[src/mrq_pkg.sv]
`timescale 1ns / 1ps

package mrq_pkg;

   localparam int QUEUE_DEPTH = 64;
   localparam int LEVEL_COUNT = 4;

   localparam int PTR_W      = (QUEUE_DEPTH > 1) ? $clog2(QUEUE_DEPTH) : 1;
   localparam int LVL_W      = $clog2(LEVEL_COUNT);
   localparam int CNT_W      = $clog2(QUEUE_DEPTH + 1);
   localparam int SLOT_COUNT = LEVEL_COUNT * QUEUE_DEPTH;
   localparam int ADDR_W     = $clog2(SLOT_COUNT);

   localparam int OP_W      = 2;
   localparam int LEVEL_W   = 2;
   localparam int ID_W      = 6;
   localparam int STATUS_W  = 2;
   localparam int QUANTUM_W = 5;
   localparam int LCOUNT_W  = 7;

   typedef enum logic [OP_W-1:0] {
      OP_ENQUEUE = 2'd0,
      OP_DEQUEUE = 2'd1,
      OP_PICK    = 2'd2
   } op_type;

   typedef enum logic [STATUS_W-1:0] {
      ST_OK    = 2'd0,
      ST_EMPTY = 2'd1,
      ST_FULL  = 2'd2
   } status_type;

   typedef struct packed {
      status_type           status;
      logic [ID_W-1:0]      id;
      logic [LEVEL_W-1:0]   level;
      logic [QUANTUM_W-1:0] quantum;
      logic [LCOUNT_W-1:0]  count;
      logic                 from_ram;
   } result_type;

   typedef struct packed {
      logic              en;
      logic [ADDR_W-1:0] addr;
      logic [ID_W-1:0]   data;
   } ram_wr_type;

   typedef struct packed {
      logic              en;
      logic [ADDR_W-1:0] addr;
   } ram_rd_type;

   function automatic logic [QUANTUM_W-1:0] quantum_of(input logic [3:0] lv);
      logic [QUANTUM_W-1:0] q;
      if (lv == 4'd0) begin
         q = 5'd1;
      end else if (lv < 4'd4) begin
         q = 5'd1 << (lv + 4'd1);
      end else begin
         q = 5'd0;
      end
      return q;
   endfunction

endpackage

[src/mrq_if.sv]
`timescale 1ns / 1ps

interface mrq_req_if;
   import mrq_pkg::*;
   logic               valid;
   logic               ready;
   logic [OP_W-1:0]    op;
   logic [LEVEL_W-1:0] level;
   logic [ID_W-1:0]    proc_id;

   modport source (output valid, output op, output level, output proc_id, input ready);
   modport sink (input valid, input op, input level, input proc_id, output ready);
endinterface

interface mrq_rsp_if;
   import mrq_pkg::*;
   logic                 valid;
   logic                 ready;
   logic [STATUS_W-1:0]  status;
   logic [ID_W-1:0]      out_id;
   logic [LEVEL_W-1:0]   out_level;
   logic [QUANTUM_W-1:0] quantum;
   logic [LCOUNT_W-1:0]  level_count;

   modport source (output valid, output status, output out_id, output out_level,
                   output quantum, output level_count, input ready);
   modport sink (input valid, input status, input out_id, input out_level,
                 input quantum, input level_count, output ready);
endinterface

[src/mrq_ram.sv]
`timescale 1ns / 1ps

module mrq_ram #(
   parameter int WIDTH = 8,
   parameter int DEPTH = 256
) (
   input  logic                     clock,
   input  logic                     wr_en,
   input  logic [$clog2(DEPTH)-1:0] wr_addr,
   input  logic [WIDTH-1:0]         wr_data,
   input  logic                     rd_en,
   input  logic [$clog2(DEPTH)-1:0] rd_addr,
   output logic [WIDTH-1:0]         rd_data
);

   logic [WIDTH-1:0] mem_ff [DEPTH];
   logic [WIDTH-1:0] rd_data_ff;

   always_ff @(posedge clock) begin
      if (wr_en) begin
         mem_ff[wr_addr] <= wr_data;
      end
      if (rd_en) begin
         rd_data_ff <= mem_ff[rd_addr];
      end
   end

   assign rd_data = rd_data_ff;

endmodule

[src/mrq_ctrl.sv]
`timescale 1ns / 1ps

module mrq_ctrl import mrq_pkg::*; (
   input  logic               clock,
   input  logic               reset,
   input  logic               accept,
   input  op_type             op,
   input  logic [LEVEL_W-1:0] level,
   input  logic [ID_W-1:0]    proc_id,
   output result_type         result,
   output ram_wr_type         ram_wr,
   output ram_rd_type         ram_rd
);

   logic [PTR_W-1:0] wp_ff [LEVEL_COUNT];
   logic [PTR_W-1:0] wp_in [LEVEL_COUNT];
   logic [PTR_W-1:0] rp_ff [LEVEL_COUNT];
   logic [PTR_W-1:0] rp_in [LEVEL_COUNT];
   logic [CNT_W-1:0] cnt_ff [LEVEL_COUNT];
   logic [CNT_W-1:0] cnt_in [LEVEL_COUNT];

   logic [LVL_W-1:0] lv_idx;
   logic             exists;
   logic [CNT_W-1:0] cnt_sel;
   logic             found;
   logic [LVL_W-1:0] pick_idx;

   function automatic logic [PTR_W-1:0] advance(input logic [PTR_W-1:0] ptr);
      return (ptr == PTR_W'(QUEUE_DEPTH - 1)) ? '0 : ptr + 1'b1;
   endfunction

   function automatic logic [ADDR_W-1:0] slot_addr(input logic [LVL_W-1:0] idx,
                                                   input logic [PTR_W-1:0] ptr);
      return ADDR_W'(idx) * ADDR_W'(QUEUE_DEPTH) + ADDR_W'(ptr);
   endfunction

   assign lv_idx  = LVL_W'(level);
   assign exists  = (32'(level) < LEVEL_COUNT);
   assign cnt_sel = exists ? cnt_ff[lv_idx] : '0;

   always_comb begin
      found    = 1'b0;
      pick_idx = '0;
      for (int i = LEVEL_COUNT - 1; i >= 0; i--) begin
         if (cnt_ff[i] != '0) begin
            found    = 1'b1;
            pick_idx = LVL_W'(i);
         end
      end
   end

   always_comb begin
      wp_in  = wp_ff;
      rp_in  = rp_ff;
      cnt_in = cnt_ff;
      result = '{status: ST_OK, id: '0, level: level, quantum: quantum_of(4'(level)),
                 count: LCOUNT_W'(cnt_sel), from_ram: 1'b0};
      ram_wr = '{en: 1'b0, addr: slot_addr(lv_idx, wp_ff[lv_idx]), data: proc_id};
      ram_rd = '{en: 1'b0, addr: slot_addr(lv_idx, rp_ff[lv_idx])};
      unique case (op)
         OP_ENQUEUE: begin
            result.id = proc_id;
            if (!exists || cnt_sel == CNT_W'(QUEUE_DEPTH)) begin
               result.status = ST_FULL;
            end else begin
               result.count    = LCOUNT_W'(cnt_sel + 1'b1);
               ram_wr.en       = accept;
               if (accept) begin
                  wp_in[lv_idx]  = advance(wp_ff[lv_idx]);
                  cnt_in[lv_idx] = cnt_sel + 1'b1;
               end
            end
         end
         OP_DEQUEUE: begin
            if (!exists || cnt_sel == '0) begin
               result.status = ST_EMPTY;
               result.count  = '0;
            end else begin
               result.count    = LCOUNT_W'(cnt_sel - 1'b1);
               result.from_ram = 1'b1;
               ram_rd.en       = accept;
               if (accept) begin
                  rp_in[lv_idx]  = advance(rp_ff[lv_idx]);
                  cnt_in[lv_idx] = cnt_sel - 1'b1;
               end
            end
         end
         OP_PICK: begin
            if (found) begin
               result.level    = LEVEL_W'(pick_idx);
               result.quantum  = quantum_of(4'(pick_idx));
               result.count    = LCOUNT_W'(cnt_ff[pick_idx] - 1'b1);
               result.from_ram = 1'b1;
               ram_rd.en       = accept;
               ram_rd.addr     = slot_addr(pick_idx, rp_ff[pick_idx]);
               if (accept) begin
                  rp_in[pick_idx]  = advance(rp_ff[pick_idx]);
                  cnt_in[pick_idx] = cnt_ff[pick_idx] - 1'b1;
               end
            end else begin
               result.status  = ST_EMPTY;
               result.level   = '0;
               result.quantum = quantum_of(4'd0);
               result.count   = '0;
            end
         end
         default: begin
            result.status = ST_OK;
         end
      endcase
   end

   always_ff @(posedge clock) begin
      if (reset) begin
         for (int i = 0; i < LEVEL_COUNT; i++) begin
            wp_ff[i]  <= '0;
            rp_ff[i]  <= '0;
            cnt_ff[i] <= '0;
         end
      end else begin
         wp_ff  <= wp_in;
         rp_ff  <= rp_in;
         cnt_ff <= cnt_in;
      end
   end

`ifndef SYNTHESIS
   a_write_only_ok: assert property (@(posedge clock) disable iff (reset)
      ram_wr.en |-> (result.status == ST_OK && op == OP_ENQUEUE))
      else $error("slot write without a successful enqueue");

   a_read_nonempty: assert property (@(posedge clock) disable iff (reset)
      (ram_rd.en && op == OP_DEQUEUE) |-> cnt_ff[lv_idx] != '0)
      else $error("slot read from an empty level");

   a_enqueue_count: assert property (@(posedge clock) disable iff (reset)
      ram_wr.en |=> cnt_ff[$past(lv_idx)] == CNT_W'($past(cnt_sel) + 1'b1))
      else $error("level count did not grow after enqueue");

   a_count_bound: assert property (@(posedge clock) disable iff (reset)
      exists |-> cnt_sel <= CNT_W'(QUEUE_DEPTH))
      else $error("level count above queue depth");
`endif

endmodule

[src/multilevel_ready_queues.sv]
`timescale 1ns / 1ps
// result: shown in the cycle after its request transaction is accepted
// throughput: one transaction per cycle unless the result stalls; the slot read and the level pointers
//    and counts are handled in the accept cycle, the slot data lands in the result stage
// reset: synchronous, clears all level pointers and counts and the result valid;
//    the slot memory is not cleared and is read only where it was written

module multilevel_ready_queues import mrq_pkg::*; (
   input logic clock,
   input logic reset,
   mrq_req_if.sink   req_ch,
   mrq_rsp_if.source rsp_ch
);

   logic       accept;
   logic       rsp_valid_ff;
   logic       rsp_valid_in;
   result_type result;
   result_type result_ff;
   ram_wr_type ram_wr;
   ram_rd_type ram_rd;
   logic [ID_W-1:0] ram_rdata;

   assign req_ch.ready = !rsp_valid_ff || rsp_ch.ready;
   assign accept       = req_ch.valid && req_ch.ready;

   mrq_ctrl u_ctrl (
      .clock   (clock),
      .reset   (reset),
      .accept  (accept),
      .op      (op_type'(req_ch.op)),
      .level   (req_ch.level),
      .proc_id (req_ch.proc_id),
      .result  (result),
      .ram_wr  (ram_wr),
      .ram_rd  (ram_rd)
   );

   mrq_ram #(
      .WIDTH (ID_W),
      .DEPTH (SLOT_COUNT)
   ) u_slots (
      .clock   (clock),
      .wr_en   (ram_wr.en),
      .wr_addr (ram_wr.addr),
      .wr_data (ram_wr.data),
      .rd_en   (ram_rd.en),
      .rd_addr (ram_rd.addr),
      .rd_data (ram_rdata)
   );

   always_comb begin
      if (accept) begin
         rsp_valid_in = 1'b1;
      end else if (rsp_ch.ready) begin
         rsp_valid_in = 1'b0;
      end else begin
         rsp_valid_in = rsp_valid_ff;
      end
   end

   always_ff @(posedge clock) begin
      if (reset) begin
         rsp_valid_ff <= 1'b0;
      end else begin
         rsp_valid_ff <= rsp_valid_in;
      end
   end

   always_ff @(posedge clock) begin
      if (accept) begin
         result_ff <= result;
      end
   end

   assign rsp_ch.valid       = rsp_valid_ff;
   assign rsp_ch.status      = result_ff.status;
   assign rsp_ch.out_id      = result_ff.from_ram ? ram_rdata : result_ff.id;
   assign rsp_ch.out_level   = result_ff.level;
   assign rsp_ch.quantum     = result_ff.quantum;
   assign rsp_ch.level_count = result_ff.count;

endmodule

[src/flat_wrapper.sv]
// flat-port wrapper written by rule: the top's interface ports become plain ports
module multilevel_ready_queues_flat import mrq_pkg::*;
  (clock, reset, req_ch_valid, req_ch_op, req_ch_level, req_ch_proc_id, req_ch_ready, rsp_ch_valid, rsp_ch_status, rsp_ch_out_id, rsp_ch_out_level, rsp_ch_quantum, rsp_ch_level_count, rsp_ch_ready);
  mrq_req_if req_ch_i ();
  mrq_rsp_if rsp_ch_i ();
  input logic clock;
  input logic reset;
  input wire logic [$bits(req_ch_i.valid)-1:0] req_ch_valid;
  input wire logic [$bits(req_ch_i.op)-1:0] req_ch_op;
  input wire logic [$bits(req_ch_i.level)-1:0] req_ch_level;
  input wire logic [$bits(req_ch_i.proc_id)-1:0] req_ch_proc_id;
  output wire logic [$bits(req_ch_i.ready)-1:0] req_ch_ready;
  output wire logic [$bits(rsp_ch_i.valid)-1:0] rsp_ch_valid;
  output wire logic [$bits(rsp_ch_i.status)-1:0] rsp_ch_status;
  output wire logic [$bits(rsp_ch_i.out_id)-1:0] rsp_ch_out_id;
  output wire logic [$bits(rsp_ch_i.out_level)-1:0] rsp_ch_out_level;
  output wire logic [$bits(rsp_ch_i.quantum)-1:0] rsp_ch_quantum;
  output wire logic [$bits(rsp_ch_i.level_count)-1:0] rsp_ch_level_count;
  input wire logic [$bits(rsp_ch_i.ready)-1:0] rsp_ch_ready;
  assign req_ch_i.valid = req_ch_valid;
  assign req_ch_i.op = req_ch_op;
  assign req_ch_i.level = req_ch_level;
  assign req_ch_i.proc_id = req_ch_proc_id;
  assign req_ch_ready = req_ch_i.ready;
  assign rsp_ch_valid = rsp_ch_i.valid;
  assign rsp_ch_status = rsp_ch_i.status;
  assign rsp_ch_out_id = rsp_ch_i.out_id;
  assign rsp_ch_out_level = rsp_ch_i.out_level;
  assign rsp_ch_quantum = rsp_ch_i.quantum;
  assign rsp_ch_level_count = rsp_ch_i.level_count;
  assign rsp_ch_i.ready = rsp_ch_ready;
  multilevel_ready_queues u_core (.clock(clock), .reset(reset), .req_ch(req_ch_i), .rsp_ch(rsp_ch_i));
endmodule
[config.mk]
export PLATFORM = sky130hd
export DESIGN_NAME = multilevel_ready_queues_flat
export DESIGN_NICKNAME = d
export VERILOG_FILES = /design/src/mrq_pkg.sv /design/src/mrq_if.sv /design/src/mrq_ram.sv /design/src/mrq_ctrl.sv /design/src/multilevel_ready_queues.sv /design/src/flat_wrapper.sv
export SDC_FILE = /design/constraint.sdc
export NUM_CORES = 2
export LEC_CHECK = 0
export BUFFER_PORTS_ARGS = -buffer_cell sky130_fd_sc_hd__buf_2
export CAP_MARGIN = 25
export CORE_ASPECT_RATIO = 0.75
export CORE_MARGIN = 5
export CORE_UTILIZATION = 65
export CTS_CLUSTER_SIZE = 16
export DETAILED_ROUTE_END_ITERATION = 10
export HOLD_SLACK_MARGIN = 0.05
export PLACE_DENSITY = 0.91
export RECOVER_POWER = 100
export SLEW_MARGIN = 15
export SYNTH_ARGS = -nofsm -noshare
export SYNTH_HDL_FRONTEND = slang
export SYNTH_HIERARCHICAL = 1
export SYNTH_SLANG_ARGS = --single-unit
[constraint.sdc]
create_clock -name clock -period 8.9 [get_ports clock]
set_clock_uncertainty 0.15 [all_clocks]
set_input_delay 1.78 -clock clock [delete_from_list [all_inputs] [get_ports clock]]
set_output_delay 1.78 -clock clock [all_outputs]
set_load 0.02 [all_outputs]
==> flow_metrics.py <==
metrics = {
    "status": {
        "outcome": "finished, violations left",
        "violations": "design-rule violations, max-capacitance violations, max-slew violations",
    },
    "yosys": {
        "synthFlopType": "edfxtp_1",
        "synthTopCellsByArea": "edfxtp_1 (70%), mux4_2 (12%), dfxtp_1 (2.3%), nor2_1 (2.2%), mux2i_1 (1.9%)",
        "yosysWarnings": 6,
        "syn_area_um2": 67200,
        "syn_nets": 3839,
        "syn_area_per_cell_um2": 17.6,
        "netlist.area_leader.share_pct": 69.9,
        "synth_edf_count": 1565,
        "synthCells": 3815,
        "synth_seq_cells": 1642,
        "ys_async_sr_fraction_pct": 0,
        "ys_seq_area_share_pct": 72.2,
        "synth_top_area_cell": "edfxtp_1",
        "synthDistinctLibCells": 85,
    },
    "cts": {
        "htreeDepth": 4,
        "cts.clk_slew.worst_paths_ps": 70,
        "root_buffer": "clkbuf_16",
        "post_cts_buffers": 0,
        "cts_hold_buffers": 0,
        "cts_resized": 0,
        "cts_buffers": 145,
        "clk_latency_ps": 790,
        "clock_path_buffers": 3,
        "numClockSinks": 1642,
        "cts_tree": "yes",
    },
    "power_and_ir_drop": {
        "internal_power_mw": 13.3,
        "switching_share_pct": 27.8,
        "combPwrFrac_pct": 18.0,
        "p_switching_mw": 5.12,
        "clockPowerShare_pct": 35.5,
        "power_leakage_nw": 22.4,
        "p_seq_share_pct": 46.5,
        "ir_drop_uv": 277,
        "powerDensity_nw_per_um2": 250,
    },
    "floorplanning": {
        "ios": 38,
        "rows": 102,
        "die_area_um2": 110000,
        "core_area_um2": 103000,
        "die_y_um": 288,
        "start_util_pct": 65.3,
        "fp.dieW_um": 381,
    },
    "min_path": {
        "hp-class": "flip-flop to flip-flop",
    },
    "detailed_routing": {
        "routedWlPerCell_um": 36.9,
        "drt_iter0_markers": 8040,
        "met2_length_mm": 87.7,
        "met1Wirelength_mm": 63.1,
        "drtPass1Iterations": 11,
        "wl_met3_mm": 34.2,
        "top_layer": "met5",
        "ant_nets": 0,
        "drc_errors": 3,
        "drt_wl_total_mm": 197,
        "vias": 41300,
        "routed_via_density": 7.73,
    },
    "worst_setup_path": {
        "worst-endpoint-required_ps": 9420,
        "crit_fanout": 31,
        "arrival_ps": 8740,
        "reg2reg_slack_ps": 1560,
        "startpoint_type": "primary input",
        "end_kind": "flip-flop",
        "timing_worst_setup_path_type": "primary input to flip-flop",
    },
    "layout": {
        "area_growth_pct": 9.61,
        "layout_commonest_cell": "edfxtp_1",
        "drive_gt1_share_pct": 18.4,
        "fin_util_pct": 71.5,
        "final_cell_mix": "edfxtp_1 (1565), nor2_1 (398), mux4_2 (350)",
        "fillers": 5557,
        "final_nets": 3882,
    },
    "global_route": {
        "grt_max_degree": 159,
        "grt_usage_pct": 35.8,
        "antenna_found_initial": 10,
        "first_global_vias": 39900,
        "grt_pass1_wl_mm": 283,
        "overflow": 0,
    },
    "flow_run": {
        "maxCapViolations": 16,
    },
    "timing": {
        "tns_ps": 0,
        "worst_pin_slew_ps": 4910,
        "hold_viol_final": 0,
        "finalCritPeriodShare_pct": 92.4,
        "fmax_ghz": 0.122,
        "rsz0062_at_grt": "false",
        "drv_slew": 1096,
        "setup_violations": 0,
        "period_needed_ps": 8220,
        "maxSlewHeadroom_pct": -227,
    },
    "placement": {
        "gp_congestion": 1.01,
        "io_buffer_count": 37,
        "dp_hpwl_mm": 115,
    },
}
[synth_stat cells (all sizes together) (65+ instances only)]
master  count
nor2      399
a21oi      98
nand3      65
edfxtp   1565
o21ai     114
clkbuf    130
a22oi      89
buf       123
mux4      350
dfxtp      77
nand2     148
mux2i     130
[layer usage]
metal,up-vias,track usage [%]
li1,15500,-
met1,20300,48.0
met2,4570,53.2
met3,880,13.3
met4,8,16.7
met5,-,0.215
[final timing paths]
| kind | cells after the start | end | startpoint |
|---|---|---|---|
| min reg2reg | 2 | u_core/u_ctrl/wp_ff[0]$_SDFFE_PP0P_ | u_core/u_ctrl/wp_ff[0]$_SDFFE_PP0P_ |
| max | 13 | u_core/u_slots/rd_data[4]$_DFFE_PP_ | req_ch_level[1] |
| min | 2 | u_core/u_ctrl/wp_ff[0]$_SDFFE_PP0P_ | u_core/u_ctrl/wp_ff[0]$_SDFFE_PP0P_ |
| max reg2reg | 12 | u_core/u_slots/rd_data[4]$_DFFE_PP_ | u_core/u_ctrl/cnt_ff[8]$_SDFFE_PP0P_ |
[critical path: stages]
cell	delay, ps
clkbuf_1	750
clkbuf_1	1370
mux4_2	560
nand2_1	120
nand2_4	470
buf_12	330
buf_12	250
nor2b_1	930
nand2_1	490
o221ai_1	410
o21ai_0	290
nor3_1	730
a211o_1	210
[through the flow]
| step | area, um^2 | setup slack, ps | power [mW] | std cells | hold WS [ps] |
|---|---|---|---|---|---|
| 6_report | 73700 | 675 | 18.4 | 5334 | 348 |
| 2_1_floorplan | 67200 | 3110 | 10.7 | 3815 | 299 |
| 3_5_place_dp | 68800 | 1660 | 11.8 | 5054 | 328 |
| 4_1_cts | 73700 | 2350 | 18.2 | 5318 | 350 |
| 5_1_grt | 73700 | 1070 | 18.8 | 5328 | 376 |
| 3_3_place_gp | 68800 | 1760 | 11.7 | 5051 | 313 |
[power groups by stage]
stage	clock network, mW	logic [mW]	registers (mW)
6_report	6.53	3.31	8.56
5_1_grt	6.91	3.36	8.55
4_1_cts	6.54	3.14	8.54
3_5_place_dp	0	3.06	8.71
3_3_place_gp	0	2.97	8.71
2_1_floorplan	0	2.06	8.69
[layout make-up]
cell class	instances	area, um^2	area share [%]
flip-flops and latches	1642	48500	65.9
multi-input cells	1896	17300	23.5
clock buffers	176	3830	5.20
well taps	1352	1690	2.30
repair buffers	149	1200	1.63
clock inverters	88	1000	1.36
inverters	24	90.1	0.122
diodes	7	17.5	0.0238
[cells by family after synthesis]
logic type / share of synthesized area [%]
flip-flops: 72.2
multiplexers: 14.1
XOR/XNOR: 0.391
other: 0.00558
buffers and inverters: 2.09
AO/OA/AOI/OAI: 5.65
adder cells (fa/ha/maj): 0.186
AND/OR/NAND/NOR: 5.32
[state kept, by name, indices dropped and copies added, names as in the netlist, 2 cells and up]
register                   count
u_core/result_ff               7
u_core/rsp_ch.level_count      7
u_core/rsp_ch.out_level        2
u_core/rsp_ch.quantum          5
u_core/rsp_ch.status           2
u_core/u_ctrl/cnt_ff          28
u_core/u_ctrl/rp_ff           24
u_core/u_ctrl/wp_ff           24
u_core/u_slots/mem_ff       1536
u_core/u_slots/rd_data         6
Note: power is estimated with default switching activity, not from simulation.
